File: config.mk
export PLATFORM = sky130hd
export DESIGN_NAME = bmp_pixel_stream_decoder
export DESIGN_NICKNAME = d
export VERILOG_FILES = /design/src/rtl/bmpd_pkg.sv /design/src/rtl/bmpd_front.sv /design/src/rtl/bmpd_queue.sv /design/src/rtl/bmpd_back.sv /design/src/rtl/bmp_pixel_stream_decoder.sv
export SDC_FILE = /design/constraint.sdc
export NUM_CORES = 1
export LEC_CHECK = 0
export BUFFER_PORTS_ARGS = -buffer_cell sky130_fd_sc_hd__buf_2
export CAP_MARGIN = 20
export CORE_MARGIN = 2
export CORE_UTILIZATION = 50
export DETAILED_ROUTE_END_ITERATION = 16
export GPL_TIMING_DRIVEN = 0
export PLACE_DENSITY_LB_ADDON = 0.1
export SETUP_SLACK_MARGIN = 0.15
export SYNTH_ARGS = -nofsm -noshare
export SYNTH_HDL_FRONTEND = slang
export SYNTH_SLANG_ARGS = --single-unit
File: constraint.sdc
create_clock -name i_clk -period 10.05 [get_ports i_clk]
set_input_delay 0.5025 -clock i_clk [delete_from_list [all_inputs] [get_ports i_clk]]
set_output_delay 0.5025 -clock i_clk [all_outputs]
set_load 0.05 [all_outputs]
File: src/rtl/bmpd_pkg.sv
// Shared types and constants for the BMP pixel stream decoder.
package bmpd_pkg;

    // Header layout: byte positions of the little-endian fields
    localparam int HDR_LEN      = 54;
    localparam int HDR_LAST     = HDR_LEN - 1;
    localparam int POS_OFFSET   = 10;
    localparam int POS_HSIZE    = 14;
    localparam int POS_WIDTH    = 18;
    localparam int POS_HEIGHT   = 22;
    localparam int POS_PLANES   = 26;
    localparam int POS_BITS     = 28;
    localparam int POS_COMP     = 30;

    // Header check limits
    localparam int MIN_HDR_SIZE = 40;
    localparam int BPP_24       = 24;
    localparam int BPP_32       = 32;

    localparam logic [7:0] ALPHA_OPAQUE = 8'hFF;

    // Result kinds
    localparam logic KIND_PIXEL  = 1'b0;
    localparam logic KIND_STATUS = 1'b1;

    // Depth of the queue between parser and output stage
    localparam int QUEUE_DEPTH = 4;

    typedef enum logic [1:0] {
        ST_OK      = 2'd0,
        ST_TRUNC   = 2'd1,
        ST_LAYOUT  = 2'd2,
        ST_INVALID = 2'd3
    } t_status;

    // One queue entry: a pixel, a status, or a pixel followed by a status
    typedef struct packed {
        logic        has_pix;
        logic        has_stat;
        logic [11:0] x;
        logic [11:0] y;
        logic [7:0]  red;
        logic [7:0]  green;
        logic [7:0]  blue;
        logic [7:0]  alpha;
        t_status     code;
        logic [12:0] img_w;
        logic [12:0] img_h;
    } t_entry;

endpackage

File: src/rtl/bmpd_front.sv
// Byte parser: header capture and check, offset skip, pixel assembly.
module bmpd_front #(
    parameter int MAX_WIDTH  = 4096,
    parameter int MAX_HEIGHT = 4096
) (
    input  logic             i_clk,
    input  logic             i_rst_n,
    input  logic             i_valid,
    input  logic [7:0]       i_data_byte,
    input  logic             i_last_byte,
    input  logic             i_full,
    output logic             o_push,
    output bmpd_pkg::t_entry o_entry
);
    import bmpd_pkg::*;

    localparam int CW = $clog2(MAX_WIDTH + 1);
    localparam int RW = $clog2(MAX_HEIGHT + 1);

    typedef enum logic [3:0] {
        PH_HEADER = 4'b0001,
        PH_SKIP   = 4'b0010,
        PH_PIXEL  = 4'b0100,
        PH_DONE   = 4'b1000
    } t_phase;

    // Control state
    t_phase          r_phase, n_phase;
    logic [31:0]     r_pos, n_pos;
    logic [CW-1:0]   r_col, n_col;
    logic [RW-1:0]   r_row, n_row;
    logic [1:0]      r_k, n_k;
    logic [1:0]      r_pad, n_pad;
    t_status         r_err, n_err;

    // Captured header fields
    logic [31:0]     r_offset, n_offset;
    logic [31:0]     r_hsize, n_hsize;
    logic [31:0]     r_width, n_width;
    logic [31:0]     r_height, n_height;
    logic [31:0]     r_comp, n_comp;
    logic [15:0]     r_planes, n_planes;
    logic [15:0]     r_bits, n_bits;

    // Image geometry settled by the header check
    logic [CW-1:0]   r_wid, n_wid;
    logic [RW-1:0]   r_hgt, n_hgt;
    logic            r_topdown, n_topdown;
    logic            r_is32, n_is32;
    logic [1:0]      r_pad_row, n_pad_row;
    logic [23:0]     r_hold, n_hold;

    logic            w_accept;
    logic [31:0]     w_habs;
    t_status         w_chk;

    assign w_accept = i_valid && !i_full;

    // Header check on the captured fields
    always_comb begin
        w_habs = r_height[31] ? (32'd0 - r_height) : r_height;
        if (r_hsize < 32'(MIN_HDR_SIZE)) begin
            w_chk = ST_TRUNC;
        end else if (r_width == 32'd0 || w_habs == 32'd0 || r_planes != 16'd1 ||
                     (r_bits != 16'(BPP_24) && r_bits != 16'(BPP_32)) ||
                     r_comp != 32'd0) begin
            w_chk = ST_LAYOUT;
        end else if (r_width > 32'(MAX_WIDTH) || w_habs > 32'(MAX_HEIGHT) ||
                     r_offset < 32'(HDR_LEN)) begin
            w_chk = ST_INVALID;
        end else begin
            w_chk = ST_OK;
        end
    end

    // Next-state and entry build for the accepted byte
    always_comb begin
        logic          do_pix;
        logic          emit;
        logic [RW-1:0] yv;
        logic [31:0]   t32;
        t_status       code;

        n_phase   = r_phase;
        n_pos     = r_pos;
        n_col     = r_col;
        n_row     = r_row;
        n_k       = r_k;
        n_pad     = r_pad;
        n_err     = r_err;
        n_offset  = r_offset;
        n_hsize   = r_hsize;
        n_width   = r_width;
        n_height  = r_height;
        n_comp    = r_comp;
        n_planes  = r_planes;
        n_bits    = r_bits;
        n_wid     = r_wid;
        n_hgt     = r_hgt;
        n_topdown = r_topdown;
        n_is32    = r_is32;
        n_pad_row = r_pad_row;
        n_hold    = r_hold;
        do_pix    = 1'b0;
        emit      = 1'b0;
        yv        = '0;
        t32       = '0;
        code      = ST_OK;
        o_entry   = '0;

        if (w_accept) begin
            unique case (r_phase)
                PH_HEADER: begin
                    // little-endian fields shift in from the top
                    unique case (r_pos[5:0]) inside
                        [POS_OFFSET:POS_OFFSET+3]: n_offset = {i_data_byte, r_offset[31:8]};
                        [POS_HSIZE:POS_HSIZE+3]:   n_hsize  = {i_data_byte, r_hsize[31:8]};
                        [POS_WIDTH:POS_WIDTH+3]:   n_width  = {i_data_byte, r_width[31:8]};
                        [POS_HEIGHT:POS_HEIGHT+3]: n_height = {i_data_byte, r_height[31:8]};
                        [POS_PLANES:POS_PLANES+1]: n_planes = {i_data_byte, r_planes[15:8]};
                        [POS_BITS:POS_BITS+1]:     n_bits   = {i_data_byte, r_bits[15:8]};
                        [POS_COMP:POS_COMP+3]:     n_comp   = {i_data_byte, r_comp[31:8]};
                        default: ;
                    endcase
                    if (r_pos[5:0] == 6'(HDR_LAST)) begin
                        n_err     = w_chk;
                        n_phase   = (w_chk != ST_OK) ? PH_DONE : PH_SKIP;
                        n_wid     = r_width[CW-1:0];
                        n_hgt     = w_habs[RW-1:0];
                        n_topdown = r_height[31];
                        n_is32    = (r_bits == 16'(BPP_32));
                        n_pad_row = (r_bits == 16'(BPP_32)) ? 2'd0 : r_width[1:0];
                    end
                end
                PH_SKIP: begin
                    if (r_pos >= r_offset) begin
                        n_phase = PH_PIXEL;
                        do_pix  = 1'b1;
                    end
                end
                PH_PIXEL: do_pix = 1'b1;
                PH_DONE:  ;
                default:  ;
            endcase

            // Pixel byte: padding drop, channel gather, or pixel emit
            if (do_pix) begin
                if (r_pad != 2'd0) begin
                    n_pad = r_pad - 2'd1;
                    if (r_pad == 2'd1) begin
                        n_col = '0;
                        n_row = r_row + RW'(1);
                        if (r_row + RW'(1) == r_hgt) n_phase = PH_DONE;
                    end
                end else if (r_k != (r_is32 ? 2'd3 : 2'd2)) begin
                    case (r_k)
                        2'd0:    n_hold = {16'd0, i_data_byte};
                        2'd1:    n_hold[15:8] = i_data_byte;
                        default: n_hold[23:16] = i_data_byte;
                    endcase
                    n_k = r_k + 2'd1;
                end else begin
                    emit            = 1'b1;
                    yv              = r_topdown ? r_row : (r_hgt - RW'(1) - r_row);
                    t32             = 32'(r_col);
                    o_entry.x       = t32[11:0];
                    t32             = 32'(yv);
                    o_entry.y       = t32[11:0];
                    o_entry.red     = r_is32 ? r_hold[23:16] : i_data_byte;
                    o_entry.alpha   = r_is32 ? i_data_byte : ALPHA_OPAQUE;
                    o_entry.green   = r_hold[15:8];
                    o_entry.blue    = r_hold[7:0];
                    n_k             = 2'd0;
                    n_col           = r_col + CW'(1);
                    if (r_col + CW'(1) == r_wid) begin
                        n_col = '0;
                        if (r_pad_row != 2'd0) begin
                            n_pad = r_pad_row;
                        end else begin
                            n_row = r_row + RW'(1);
                            if (r_row + RW'(1) == r_hgt) n_phase = PH_DONE;
                        end
                    end
                end
            end

            if (r_pos != 32'hFFFF_FFFF) n_pos = r_pos + 32'd1;

            // Final byte: status, then back to the start of a new file
            if (i_last_byte) begin
                if (n_err != ST_OK)          code = n_err;
                else if (n_phase == PH_HEADER) code = ST_TRUNC;
                else if (n_phase != PH_DONE)   code = ST_INVALID;
                else                           code = ST_OK;
                o_entry.has_stat = 1'b1;
                o_entry.code     = code;
                if (code == ST_OK) begin
                    t32           = 32'(n_wid);
                    o_entry.img_w = t32[12:0];
                    t32           = 32'(n_hgt);
                    o_entry.img_h = t32[12:0];
                end
                n_phase = PH_HEADER;
                n_pos   = '0;
                n_col   = '0;
                n_row   = '0;
                n_k     = 2'd0;
                n_pad   = 2'd0;
                n_err   = ST_OK;
            end
        end

        o_entry.has_pix = emit;
        o_push          = w_accept && (emit || i_last_byte);
    end

    // Control registers
    always_ff @(posedge i_clk) begin
        if (!i_rst_n) begin
            r_phase <= PH_HEADER;
            r_pos   <= '0;
            r_col   <= '0;
            r_row   <= '0;
            r_k     <= 2'd0;
            r_pad   <= 2'd0;
            r_err   <= ST_OK;
        end else begin
            r_phase <= n_phase;
            r_pos   <= n_pos;
            r_col   <= n_col;
            r_row   <= n_row;
            r_k     <= n_k;
            r_pad   <= n_pad;
            r_err   <= n_err;
        end
    end

    // Header fields, geometry and pixel gather
    always_ff @(posedge i_clk) begin
        r_offset  <= n_offset;
        r_hsize   <= n_hsize;
        r_width   <= n_width;
        r_height  <= n_height;
        r_comp    <= n_comp;
        r_planes  <= n_planes;
        r_bits    <= n_bits;
        r_wid     <= n_wid;
        r_hgt     <= n_hgt;
        r_topdown <= n_topdown;
        r_is32    <= n_is32;
        r_pad_row <= n_pad_row;
        r_hold    <= n_hold;
    end

endmodule

File: src/rtl/bmpd_queue.sv
// Short entry queue between the byte parser and the output stage.
module bmpd_queue (
    input  logic             i_clk,
    input  logic             i_rst_n,
    input  logic             i_push,
    input  bmpd_pkg::t_entry i_entry,
    input  logic             i_pop,
    output bmpd_pkg::t_entry o_entry,
    output logic             o_full,
    output logic             o_empty
);
    import bmpd_pkg::*;

    localparam int PW = $clog2(QUEUE_DEPTH);
    localparam int NW = $clog2(QUEUE_DEPTH + 1);

    t_entry          r_mem [QUEUE_DEPTH];
    logic [PW-1:0]   r_wr, r_rd;
    logic [NW-1:0]   r_count;

    assign o_entry = r_mem[r_rd];
    assign o_full  = (r_count == NW'(QUEUE_DEPTH));
    assign o_empty = (r_count == '0);

    // Pointers and fill count
    always_ff @(posedge i_clk) begin
        if (!i_rst_n) begin
            r_wr    <= '0;
            r_rd    <= '0;
            r_count <= '0;
        end else begin
            if (i_push) r_wr <= r_wr + PW'(1);
            if (i_pop)  r_rd <= r_rd + PW'(1);
            case ({i_push, i_pop})
                2'b10:   r_count <= r_count + NW'(1);
                2'b01:   r_count <= r_count - NW'(1);
                default: ;
            endcase
        end
    end

    // Entry storage
    always_ff @(posedge i_clk) begin
        if (i_push) r_mem[r_wr] <= i_entry;
    end

endmodule

File: src/rtl/bmpd_back.sv
// Output stage: splits queue entries into results and holds the output register.
module bmpd_back (
    input  logic             i_clk,
    input  logic             i_rst_n,
    input  bmpd_pkg::t_entry i_entry,
    input  logic             i_empty,
    output logic             o_pop,
    input  logic             i_stall,
    output logic             o_valid,
    output logic             o_result_kind,
    output logic [11:0]      o_pixel_x,
    output logic [11:0]      o_pixel_y,
    output logic [7:0]       o_red,
    output logic [7:0]       o_green,
    output logic [7:0]       o_blue,
    output logic [7:0]       o_alpha,
    output logic [1:0]       o_status_code,
    output logic [12:0]      o_image_width,
    output logic [12:0]      o_image_height
);
    import bmpd_pkg::*;

    logic   r_valid;
    logic   r_pend;
    t_entry r_out, n_out;
    t_entry r_pend_ent;
    t_entry w_pix_view, w_stat_view;
    logic   w_load;

    assign w_load = !r_valid || !i_stall;
    assign o_pop  = w_load && !r_pend && !i_empty;

    // Pixel-only and status-only views of the head entry
    always_comb begin
        w_pix_view          = i_entry;
        w_pix_view.has_stat = 1'b0;
        w_pix_view.code     = ST_OK;
        w_pix_view.img_w    = '0;
        w_pix_view.img_h    = '0;

        w_stat_view          = '0;
        w_stat_view.has_stat = 1'b1;
        w_stat_view.code     = i_entry.code;
        w_stat_view.img_w    = i_entry.img_w;
        w_stat_view.img_h    = i_entry.img_h;
    end

    // Next result: a held status goes first, then the queue head
    always_comb begin
        if (r_pend)                n_out = r_pend_ent;
        else if (i_entry.has_pix)  n_out = w_pix_view;
        else                       n_out = w_stat_view;
    end

    always_ff @(posedge i_clk) begin
        if (!i_rst_n) begin
            r_valid <= 1'b0;
            r_pend  <= 1'b0;
        end else if (w_load) begin
            if (r_pend) begin
                r_valid <= 1'b1;
                r_pend  <= 1'b0;
            end else if (!i_empty) begin
                r_valid <= 1'b1;
                r_pend  <= i_entry.has_pix && i_entry.has_stat;
            end else begin
                r_valid <= 1'b0;
            end
        end
    end

    always_ff @(posedge i_clk) begin
        if (w_load && (r_pend || !i_empty)) r_out <= n_out;
        if (o_pop) r_pend_ent <= w_stat_view;
    end

    assign o_valid        = r_valid;
    assign o_result_kind  = r_out.has_pix ? KIND_PIXEL : KIND_STATUS;
    assign o_pixel_x      = r_out.x;
    assign o_pixel_y      = r_out.y;
    assign o_red          = r_out.red;
    assign o_green        = r_out.green;
    assign o_blue         = r_out.blue;
    assign o_alpha        = r_out.alpha;
    assign o_status_code  = r_out.code;
    assign o_image_width  = r_out.img_w;
    assign o_image_height = r_out.img_h;

endmodule

File: src/rtl/bmp_pixel_stream_decoder.sv
// Top level of the BMP pixel stream decoder: parser, queue and output stage.
//
// Usage: a BMP file (uncompressed, 24 or 32 bits per pixel) enters one byte
// per request on the input channel (i_valid / o_stall), with i_last_byte set
// on the final byte. Results leave on the output channel (o_valid / i_stall):
// a pixel result (kind 0) carries column, row (top row is 0) and RGBA; the
// status result (kind 1) follows the last byte and carries the status code
// and, when the code is ok, the image width and absolute height.
// Throughput: one byte per cycle while o_stall is low. The final byte may
// yield a pixel and the status; those two leave as separate results, the
// pixel first. The parser writes its entry into the queue at the edge that
// accepts the byte, and the output register loads it from the queue head
// once that register is empty or its result is taken, so results are registered.
// A four-entry queue sits between the parser and the output stage; o_stall
// rises only when that queue is full. With the receiver stalled, the output
// register and four queued entries fill before the input stalls; header,
// skipped and padding bytes push nothing. A stalled result holds steady.
// Reset (synchronous, active low) returns to the start of a file; after
// each status result the decoder also starts a new file.
module bmp_pixel_stream_decoder #(
    parameter int MAX_WIDTH  = 4096,
    parameter int MAX_HEIGHT = 4096
) (
    input  logic        i_clk,
    input  logic        i_rst_n,
    input  logic        i_valid,
    output logic        o_stall,
    input  logic [7:0]  i_data_byte,
    input  logic        i_last_byte,
    output logic        o_valid,
    input  logic        i_stall,
    output logic        o_result_kind,
    output logic [11:0] o_pixel_x,
    output logic [11:0] o_pixel_y,
    output logic [7:0]  o_red,
    output logic [7:0]  o_green,
    output logic [7:0]  o_blue,
    output logic [7:0]  o_alpha,
    output logic [1:0]  o_status_code,
    output logic [12:0] o_image_width,
    output logic [12:0] o_image_height
);
    import bmpd_pkg::*;

    logic   w_push, w_pop, w_full, w_empty;
    t_entry w_push_ent, w_head_ent;

    assign o_stall = w_full;

    // Byte parser
    bmpd_front #(
        .MAX_WIDTH  (MAX_WIDTH),
        .MAX_HEIGHT (MAX_HEIGHT)
    ) u_front (
        .i_clk       (i_clk),
        .i_rst_n     (i_rst_n),
        .i_valid     (i_valid),
        .i_data_byte (i_data_byte),
        .i_last_byte (i_last_byte),
        .i_full      (w_full),
        .o_push      (w_push),
        .o_entry     (w_push_ent)
    );

    // Entry queue
    bmpd_queue u_queue (
        .i_clk   (i_clk),
        .i_rst_n (i_rst_n),
        .i_push  (w_push),
        .i_entry (w_push_ent),
        .i_pop   (w_pop),
        .o_entry (w_head_ent),
        .o_full  (w_full),
        .o_empty (w_empty)
    );

    // Output stage
    bmpd_back u_back (
        .i_clk          (i_clk),
        .i_rst_n        (i_rst_n),
        .i_entry        (w_head_ent),
        .i_empty        (w_empty),
        .o_pop          (w_pop),
        .i_stall        (i_stall),
        .o_valid        (o_valid),
        .o_result_kind  (o_result_kind),
        .o_pixel_x      (o_pixel_x),
        .o_pixel_y      (o_pixel_y),
        .o_red          (o_red),
        .o_green        (o_green),
        .o_blue         (o_blue),
        .o_alpha        (o_alpha),
        .o_status_code  (o_status_code),
        .o_image_width  (o_image_width),
        .o_image_height (o_image_height)
    );

    // Queue never takes an entry while full
    a_no_overflow: assert property (@(posedge i_clk) disable iff (!i_rst_n)
        w_push |-> !w_full)
        else $error("entry queue overflow");

    // Output stage never pops an empty queue
    a_no_underflow: assert property (@(posedge i_clk) disable iff (!i_rst_n)
        w_pop |-> !w_empty)
        else $error("entry queue underflow");

    // A pixel result never carries a status code
    a_pixel_status_clear: assert property (@(posedge i_clk) disable iff (!i_rst_n)
        (o_valid && o_result_kind == KIND_PIXEL) |-> (o_status_code == ST_OK))
        else $error("pixel result with nonzero status");

endmodule
## Word level (Yosys, flattened, before mapping)

Memories as Yosys holds them, arrays and structs flattened. A register that Yosys moved wholly into a read port is not among the register bits.
Index checks and enable logic that the tools add are counted.
Widths: inputs -> output; s select.

| operators by class | value |
|---|---|
| add/subtract/negate cells | 12 |
| order comparisons | 19 |
| equal/unequal tests | 23 |
| multiplexer cells | 87 |
| bitwise gates (word level) | 3 |
| reduce and logical (&&, ||, !) cells | 61 |

Operators with widths:

| kind | count |
|---|---|
| $mux 13 | 17 |
| $mux 56 | 3 |
| $mux 32 | 3 |
| $mux 86 | 1 |
| $mux 85 | 1 |
| $gt 32x13->1 const B | 2 |
| $logic_not 32->1 | 2 |
| $lt 32x6->1 const B | 2 |
| $mux 28 | 2 |
| $mux 2 | 24 |
| $mux 4 | 12 |
| $add 32x1->32 const B | 1 |
| $ge 32x32->1 | 1 |
| $ne 32x32->1 const B | 1 |
| $pmux 8 s2 | 2 |
| $reduce_bool 32->1 | 1 |
| $sub 1x32->32 const A | 1 |
| $ge 6x5->1 const B | 5 |
| $le 6x5->1 const B | 5 |
| $reduce_and 3->1 | 9 |
| $add 13x1->13 const B | 2 |
| $eq 13x13->1 | 2 |
| $mux 26 | 1 |
| $reduce_and 5->1 | 4 |
| 43 further kinds | 101 |

| word-level totals | value |
|---|---|
| flip-flop bits (word level) | 436 |
| memory bits (writable) | 344 |
| input port bits | 13 |
| output and inout bits | 87 |
| logic and storage cells | 246 |
| memories kept | 1 |

Memory list:

| name | words | width | rd ports | clocked after Yosys merged registers in | wr ports | line | source |
|---|---|---|---|---|---|---|---|
| u_queue.r_mem | 4 | 86 | 1 | 1 | 1 | bmpd_queue.sv:17 | `t_entry r_mem [QUEUE_DEPTH];` |

## Depth between registers and ports, before layout

Gate-level depths: netlist (run 1).

| logic depth | value |
|---|---|
| word-level depth | 30 |
| mapped depth | 17 |
| mapped depth without buffers | 17 |

## Hierarchy

From an unflattened synthesis (run 1), not the netlist that was laid out.

| unflattened totals | value |
|---|---|
| cell total of the unflattened synthesis | 2283 |
| area total of the unflattened synthesis | 33697.3 sq um |

By module, submodules not included:

| module | times used | cells each | area each (sq um) | sequential area each (sq um) |
|---|---|---|---|---|
| bmpd_front | 1 | 1479 | 16004.1 | 8658.3 |
| bmpd_queue | 1 | 496 | 12893.6 | 10510.1 |
| bmpd_back | 1 | 308 | 4799.6 | 3433.3 |

## Worst setup path after synthesis (run 1)

Ideal clock, no wire load.

| timing | value |
|---|---|
| path type | register -> register |
| start point | register u_queue.r_count[0] |
| end point | register u_front.r_width[0], enable pin |
| library setup time | 0.595 ns |
| arrival | 6.906 ns |
| data required time | 9.455 ns |
| path slack | 2.550 ns |
| cell stages (with the launch flop) | 7 |
| clock period less this slack | 7.500 ns |
| path through | dfxtp_1 > inv_1 > and3_1 > nand2b_1 > or3_1 > or3_1 > a2111oi_0 |

| between the ends | value |
|---|---|
| word-level cells in the longest chain between the ends | 4 |

Ends and longest elaborated chain:

| item | line | source |
|---|---|---|
| from (decl) | bmpd_queue.sv:19 | `logic [NW-1:0] r_count;` |
| from (signal assigned) | bmpd_queue.sv:35 | `2'b10: r_count <= r_count + NW'(1);` |
| from (signal assigned) | bmpd_queue.sv:36 | `2'b01: r_count <= r_count - NW'(1);` |
| $eq 3x3->1 | bmpd_queue.sv:22 | `assign o_full = (r_count == NW'(QUEUE_DEPTH));` |
| named net o_stall | bmp_pixel_stream_decoder.sv:27 | `output logic o_stall,` |
| $logic_not 1->1 | bmpd_front.sv:57 | `assign w_accept = i_valid && !i_full;` |
| $logic_and 1x1->1 | bmpd_front.sv:57 |  |
| $reduce_and 3->1 (no source line) | - |  |
| to (signal assigned) | bmpd_front.sv:242 | `r_width <= n_width;` |
| to (decl) | bmpd_front.sv:39 | `logic [31:0] r_width, n_width;` |

The timed path passes the listed nets, and every way through them passes these cells.
A chain may end at the register's enable or synchronous reset.

## Worst setup path in the final report (run 1)

| timing | value |
|---|---|
| start point | register u_front.r_offset[27] |
| end point | memory u_queue.r_mem[1][37] (netlist name), enable pin |

| between the ends | value |
|---|---|
| word-level cells in the longest chain between the ends | 10 |

Ends and longest elaborated chain:

| item | line | source |
|---|---|---|
| from (decl) | bmpd_front.sv:37 | `logic [31:0] r_offset, n_offset;` |
| from (signal assigned) | bmpd_front.sv:240 | `r_offset <= n_offset;` |
| $ge 32x32->1 | bmpd_front.sv:136 | `if (r_pos >= r_offset) begin` |
| $mux 1 | bmpd_front.sv:136 |  |
| $pmux 1 s2 | bmpd_front.sv:112 | `unique case (r_phase)` |
| $mux 1 | bmpd_front.sv:111 | `if (w_accept) begin` |
| $mux 1 | bmpd_front.sv:147 | `if (do_pix) begin` |
| $mux 1 | bmpd_front.sv:111 |  |
| $logic_or 1x1->1 | bmpd_front.sv:214 | `o_push = w_accept && (emit \|\| i_last_byte);` |
| $logic_and 1x1->1 | bmpd_front.sv:214 |  |
| $mux 1 | bmpd_queue.sv:44 | `if (i_push) r_mem[r_wr] <= i_entry;` |
| $mux 1 (implied by the code) | bmpd_queue.sv:44 |  |
| to (decl) | bmpd_queue.sv:17 |  |

Every way passes these cells. The select of a mux whose other input is x is not followed.

==> impl_metrics.env, run 1 <==
export IMPL_outcome="completed"
export IMPL_antenna_left=0
export IMPL_ir_drop_mv=0.1427
export IMPL_initial_core_util=0.5068
export IMPL_crit_arrival_ps=4990
export IMPL_clock_tree_buffer_depth=3
export IMPL_cts_resized_gates=0
export IMPL_drv_slew=0
export IMPL_n_antenna_cell=0
export IMPL_slew_headroom=0.3707
export IMPL_min_period_ps=4696
export IMPL_clock_skew_ps=26.34
export IMPL_crit_path_start_kind="flop"
export IMPL_hpwl_um=49420
export IMPL_ios=100
export IMPL_rows=94
export IMPL_hold_class="in -> reg"
export IMPL_synth_edf_count=700
export IMPL_p_sw_mw=2.697
export IMPL_dieArea_um2=68960
export IMPL_postRouteWirelength_um=72700
export IMPL_gp_congestion=0.8799
export IMPL_tns_ps=0
export IMPL_finalSetupViolations=0
export IMPL_fmax_mhz=213.0
export IMPL_p_int_mw=6.474
export IMPL_grt_overflow_total=0
export IMPL_grt_usage=0.2122
export IMPL_fillers=5266
export IMPL_yosysMostFrequentCell="edfxtp_1"
export IMPL_routed_via_count=19400
export IMPL_numClockSinks=779
export IMPL_worst_pin_slew_ps=941.7
export IMPL_yosysSeqAreaShare=0.6759
export IMPL_synth_common_cells="edfxtp_1 (700), nand2_1 (202), nor2_1 (168), and2_1 (106), o21ai_0 (93)"
export IMPL_synth_cell_types=89
export IMPL_grt_pass1_vias=19470
export IMPL_antenna_found_initial=2
export IMPL_yosys_area_top_type_share=0.6286
export IMPL_die_h_um=262.6
export IMPL_final_area_um2=38170
export IMPL_yosys_warnings=0
export IMPL_drt_iter0_markers=1394
export IMPL_path_max_fanout=47
export IMPL_p_sw_frac=0.2941
export IMPL_dr_pass1_iters=5
export IMPL_hold_ws_ps=113.4
export IMPL_syn_nets=2444
export IMPL_clock_power_share=0.325
export IMPL_grt_pass1_wl_um=112600
export IMPL_power_density_nw_per_um2=240.2
export IMPL_syn_area_um2=33440
export IMPL_rsz0062_at_grt="no"
export IMPL_met1_usage=0.2867
export IMPL_numPortBuffers=99
export IMPL_synth_top_cell_by_area="edfxtp_1"
export IMPL_multi_input_area_um2=9519
export IMPL_cts_tree="done"
export IMPL_place_area_um2=35500
export IMPL_cts_clk_slew_worst_paths_ps=60
export IMPL_avgRoutedWirePerCell_um=20.71
export IMPL_grt_max_degree=55
export IMPL_hold_viol=0
export IMPL_total_power_mw=9.171
export IMPL_nNetsFinal=2657
export IMPL_drc_errors=0
export IMPL_cts_setup_buffers=0
export IMPL_clock_latency_ps=640
export IMPL_pwr_share_comb=0.230
export IMPL_via_per_inst=5.526
export IMPL_crit_path_end_kind="flop"
export IMPL_ys_flop_type="edfxtp_1"
export IMPL_core_area_um2=65980
export IMPL_root_buffer="clkbuf_16"
export IMPL_htree_levels=3
export IMPL_grt_use_met3=0.03083
export IMPL_period_share=0.4672
export IMPL_cts_inserted_buffers=83
export IMPL_die_x_um=262.6
export IMPL_syn_inst=2371
export IMPL_synthToLayoutAreaGrowth_pct=14.16
export IMPL_seqCellArea_um2=22600
export IMPL_p_leak_nw=12.90
export IMPL_yosys_top_cells_area="edfxtp_1 (63%), mux4_2 (5.7%), dfxtp_1 (4.7%), nand2_1 (2.3%), ha_1 (2.2%)"
export IMPL_p_seq_frac=0.445
export IMPL_synth_seq_cells=779
export IMPL_drv_cap=0
export IMPL_holdBufCountCts=0
export IMPL_busiest_layer="met2"
export IMPL_use_met2=0.3572
export IMPL_syn_avg_cell_area_um2=14.10
export IMPL_layout_drive_gt1_share=0.1852
export IMPL_crit_type="reg -> reg"
export IMPL_required_ps=10350
export IMPL_synthArstFlopShare=0
==> worst max-delay path, stage by stage (launching register included) <==
cell      delay [ps]
edfxtp_1         370
inv_1             60
ha_1             300
nand4_1          180
nor4_1           530
nand3_1          180
nor3b_1          440
nor3_1           140
o21bai_1         330
nand4_1          310
nand2_1          370
and2_4           760
buf_16           310
==> cell type report <==
cell class,instances,area share
flip-flops and latches,779,0.5921
clock inverters,44,0.01216
plain buffers,189,0.02789
multi-input cells,1318,0.2494
well taps,864,0.02832
inverters,85,0.008358
clock buffers,103,0.05746
repair buffers,128,0.02439
==> final timing paths <==
path,start,end,slack (ps),depth (start not counted)
setup reg to reg,u_front.r_offset[27],u_queue.r_mem[1][37],5350,12
setup / recovery,u_front.r_offset[27],u_queue.r_mem[1][37],5350,12
hold reg to reg,u_front.r_width[18],u_front.r_width[10],430,0
hold / removal,i_rst_n,u_front.r_phase[0],110,2
==> layout by cell type, fill, tap and decap left out, types with 50 or more instances in the layout <==
cell type	count
mux4_2	85
inv_1	83
and2_1	102
edfxtp_1	700
clkbuf_1	98
dfxtp_1	79
ha_1	58
a21oi_1	73
nand3_1	50
buf_2	111
nand2_1	202
nor2_1	165
o21ai_0	93
clkbuf_16	84
buf_4	92
==> metrics by stage <==
stage | setup WS, ps | cells | utilization
floorplan | 2550 | 2371 | -
global placement | 886.9 | 3334 | 0.5307
detailed placement | 5395 | 3362 | 0.5381
CTS | 5355 | 3509 | 0.5783
global route | 5108 | 3510 | 0.5786
finish | 5354 | 3510 | 0.5786
==> power by group through the flow <==
stage / clock network, mW / logic (mW) / registers [mW]
global route: 3.17 / 2.26 / 4.11
global placement: 0 / 2.04 / 4.20
floorplan: 0 / 1.60 / 4.15
detailed placement: 0 / 2.14 / 4.15
finish: 2.98 / 2.11 / 4.08
CTS: 3.05 / 2.15 / 4.09
==> kinds of logic after synthesis <==
group	count (synthesis)	share of synthesized area
adder cells (fa/ha/maj)	62	0.02350
buffers and inverters	274	0.04138
flip-flops	779	0.6759
AND/OR/NAND/NOR	790	0.1224
AO/OA/AOI/OAI	276	0.05100
XOR/XNOR	81	0.02122
multiplexers	109	0.06458
==> sequential cells by signal (all words and copies together) (netlist names), 28 cells and up, named ones only <==
| signal | cells |
|---|---|
| u_front.r_pos | 32 |
| u_front.r_offset | 32 |
| u_front.r_comp | 32 |
| u_front.r_hsize | 29 |
| u_front.r_width | 32 |
| u_back.r_pend_ent | 28 |
| u_front.r_height | 32 |
| u_queue.r_mem | 344 |
==> layer usage <==
metal	routed length [um]	part of all wire
met1	32270	0.44
met2	35640	0.49
met3	2862	0.039
met4	1928	0.027
met5	0	0
Note: power is estimated with default switching activity, not from simulation.
==> inputs of run 2 (changes only) <==
- clock period: 10.05 -> 4.6 ns (I/O delays scaled with it)
==> run 2 against run 1 <==
Highest routed layer unchanged. Sequential share of layout area is 0.078 points lower. Non-clock buffer count is 4 lower. Register-to-register slack lost 5000 ps. Critical endpoint is now u_queue.r_count[2].
==> impl_metrics.env, run 2 (synthesized netlist as in run 1, its figures left out) <==
export IMPL_largest_reg_flops=344
export IMPL_cts_setup_buffers=0
export IMPL_reg2reg_depth=17
export IMPL_finalSetupViolations=0
export IMPL_min_to="u_front.r_hsize[31]"
export IMPL_cts_inserted_buffers=81
export IMPL_fin_util=0.5793
export IMPL_outcome="completed"
export IMPL_cp_common_cell="inv_1"
export IMPL_dieArea_um2=68960
export IMPL_clock_tree_buffer_depth=3
export IMPL_power_density_nw_per_um2=521.7
export IMPL_crit_arrival_ps=4840
export IMPL_p_leak_nw=12.91
export IMPL_die_h_um=262.6
export IMPL_regMostFlops="u_queue.r_mem"
export IMPL_rsz0062_at_grt="yes"
export IMPL_final_common_cell="edfxtp_1"
export IMPL_numClockSinks=779
export IMPL_min_period_ps=4295
export IMPL_nNetsFinal=2659
export IMPL_hold_class="in -> reg"
export IMPL_clock_latency_ps=630
export IMPL_crit_path_end_kind="flop"
export IMPL_whs_path_depth=1
export IMPL_reg2reg_to="u_queue.r_count[2]"
export IMPL_die_x_um=262.6
export IMPL_avgRoutedWirePerCell_um=21.63
export IMPL_routed_via_count=19890
export IMPL_drt_iter0_markers=1521
export IMPL_hold_viol=0
export IMPL_clock_skew_ps=19.35
export IMPL_ios=100
export IMPL_crit_path_start_kind="flop"
export IMPL_grt_pass1_vias=19780
export IMPL_worst_pin_slew_ps=986.0
export IMPL_synthToLayoutAreaGrowth_pct=14.31
export IMPL_path_max_fanout=15
export IMPL_tns_ps=0
export IMPL_cts_tree="done"
export IMPL_crit_type="reg -> reg"
export IMPL_hpwl_um=49860
export IMPL_initial_core_util=0.5068
export IMPL_layout_drive_gt1_share=0.1888
export IMPL_ir_drop_mv=0.3257
export IMPL_postRouteWirelength_um=76080
export IMPL_slowest_stage="nor4_2"
export IMPL_numPortBuffers=99
export IMPL_final_cell_mix="edfxtp_1 (700), nand2_1 (201), nor2_1 (165)"
export IMPL_path_cells="inv_1, ha_1, nand4_1, nor4_2, nand3_1, nor3b_2, nor3_1, o21bai_1, nand4_1, nand2_4, inv_1, ha_1, inv_1, fa_1, xor2_1, or3_1, a21oi_1"
export IMPL_slew_headroom=0.3376
export IMPL_dr_pass1_iters=5
export IMPL_grt_pass1_wl_um=116000
export IMPL_drc_errors=0
export IMPL_cts_clk_slew_worst_paths_ps=60
export IMPL_grt_usage=0.2195
export IMPL_via_per_inst=5.652
export IMPL_min_from="i_data_byte[7]"
export IMPL_root_buffer="clkbuf_16"
export IMPL_htree_levels=3
export IMPL_drv_slew=0
export IMPL_core_area_um2=65980
export IMPL_gp_congestion=0.8833
export IMPL_period_share=0.9337
export IMPL_rows=94
export IMPL_path_delay_family="simple AND/OR/NAND/NOR gates"
export IMPL_antenna_left=0
export IMPL_drv_cap=0
export IMPL_antenna_found_initial=1
export IMPL_ff2ff_setup_slack_ps=300
export IMPL_timing_rr_start="u_front.r_offset[25]"
export IMPL_fmax_mhz=232.8
export IMPL_path_buf_inv=3
export IMPL_grt_max_degree=45
export IMPL_required_ps=5150
export IMPL_grt_overflow_total=0
export IMPL_cpPeakStageDelay_ps=420
run 2: changes by cell type in the layout (fill, tap and decap cells not counted), moves of 3 or more:
cell,before,now
buf_4,92,85
clkbuf_1,98,94
buf_6,8,11
and2_2,0,8
clkinv_1,12,17
run 2: repair_timing:
| action | CTS | global route |
|---|---|---|
| hold endpoints to repair | 5 | 0 |
| setup endpoints to repair | 174 | 520 |
| resized for setup | 1 | 12 |
| hold buffers | 2 | 0 |
| pin swaps | 4 | 3 |
| gates cloned | 5 | 3 |
run 2: worst max-delay path by stage:
stage,depth (start not counted),to,start
6_report,17,u_queue.r_count[2],u_front.r_offset[25]
5_1_grt,17,u_queue.r_count[2],u_front.r_offset[26]
4_1_cts,12,u_queue.r_mem[1][61],u_front.r_offset[26]
3_5_place_dp,12,u_queue.r_mem[3][73],u_front.r_offset[26]
3_3_place_gp,11,u_queue.r_mem[0][30],u_front.r_offset[27]
2_1_floorplan,6,u_front.r_width[0],u_queue.r_count[0]
run 2: final cells by class:
type,count,area [um2]
fill,5191,27760
antenna,1,2.502
multi-input combinational,1326,9646
buffer,189,1067
tap,864,1081
sequential,779,22600
clock inverter,50,450.4
timing repair buffer,124,907.1
inverter,85,319.1
clock buffer,100,2150
run 2: stage by stage:
| step | hold slack [ps] | std cells | setup WS, ps | area [um2] | power (mW) |
|---|---|---|---|---|---|
| 5_1_grt | 33.24 | 3517 | 50.53 | 38220 | 20.76 |
| 3_3_place_gp | 433.2 | 3334 | -1067 | 35040 | 13.59 |
| 2_1_floorplan | 301.8 | 2371 | 267.8 | 33460 | 12.53 |
| 4_1_cts | 28.27 | 3514 | 101.3 | 38160 | 20.16 |
| 6_report | 58.67 | 3518 | 304.8 | 38220 | 19.94 |
| 3_5_place_dp | 435.2 | 3357 | 7.878 | 35500 | 13.76 |
run 2: report_power, final:
part / internal [mW] / total (mW) / leakage [nW] / switching, mW
clock network: 3.68 / 6.38 / 1.27 / 2.70
logic: 1.65 / 4.64 / 4.67 / 2.99
registers: 8.66 / 8.92 / 6.97 / 0.259
run 2: layer usage:
metal | vias up | routed length, um | track usage
li1 | 9245 | - | -
met1 | 9898 | 32380 | 0.2933
met4 | 0 | 2801 | 0.08279
met5 | - | 0 | 0
met2 | 603 | 36660 | 0.3655
met3 | 139 | 4243 | 0.03317
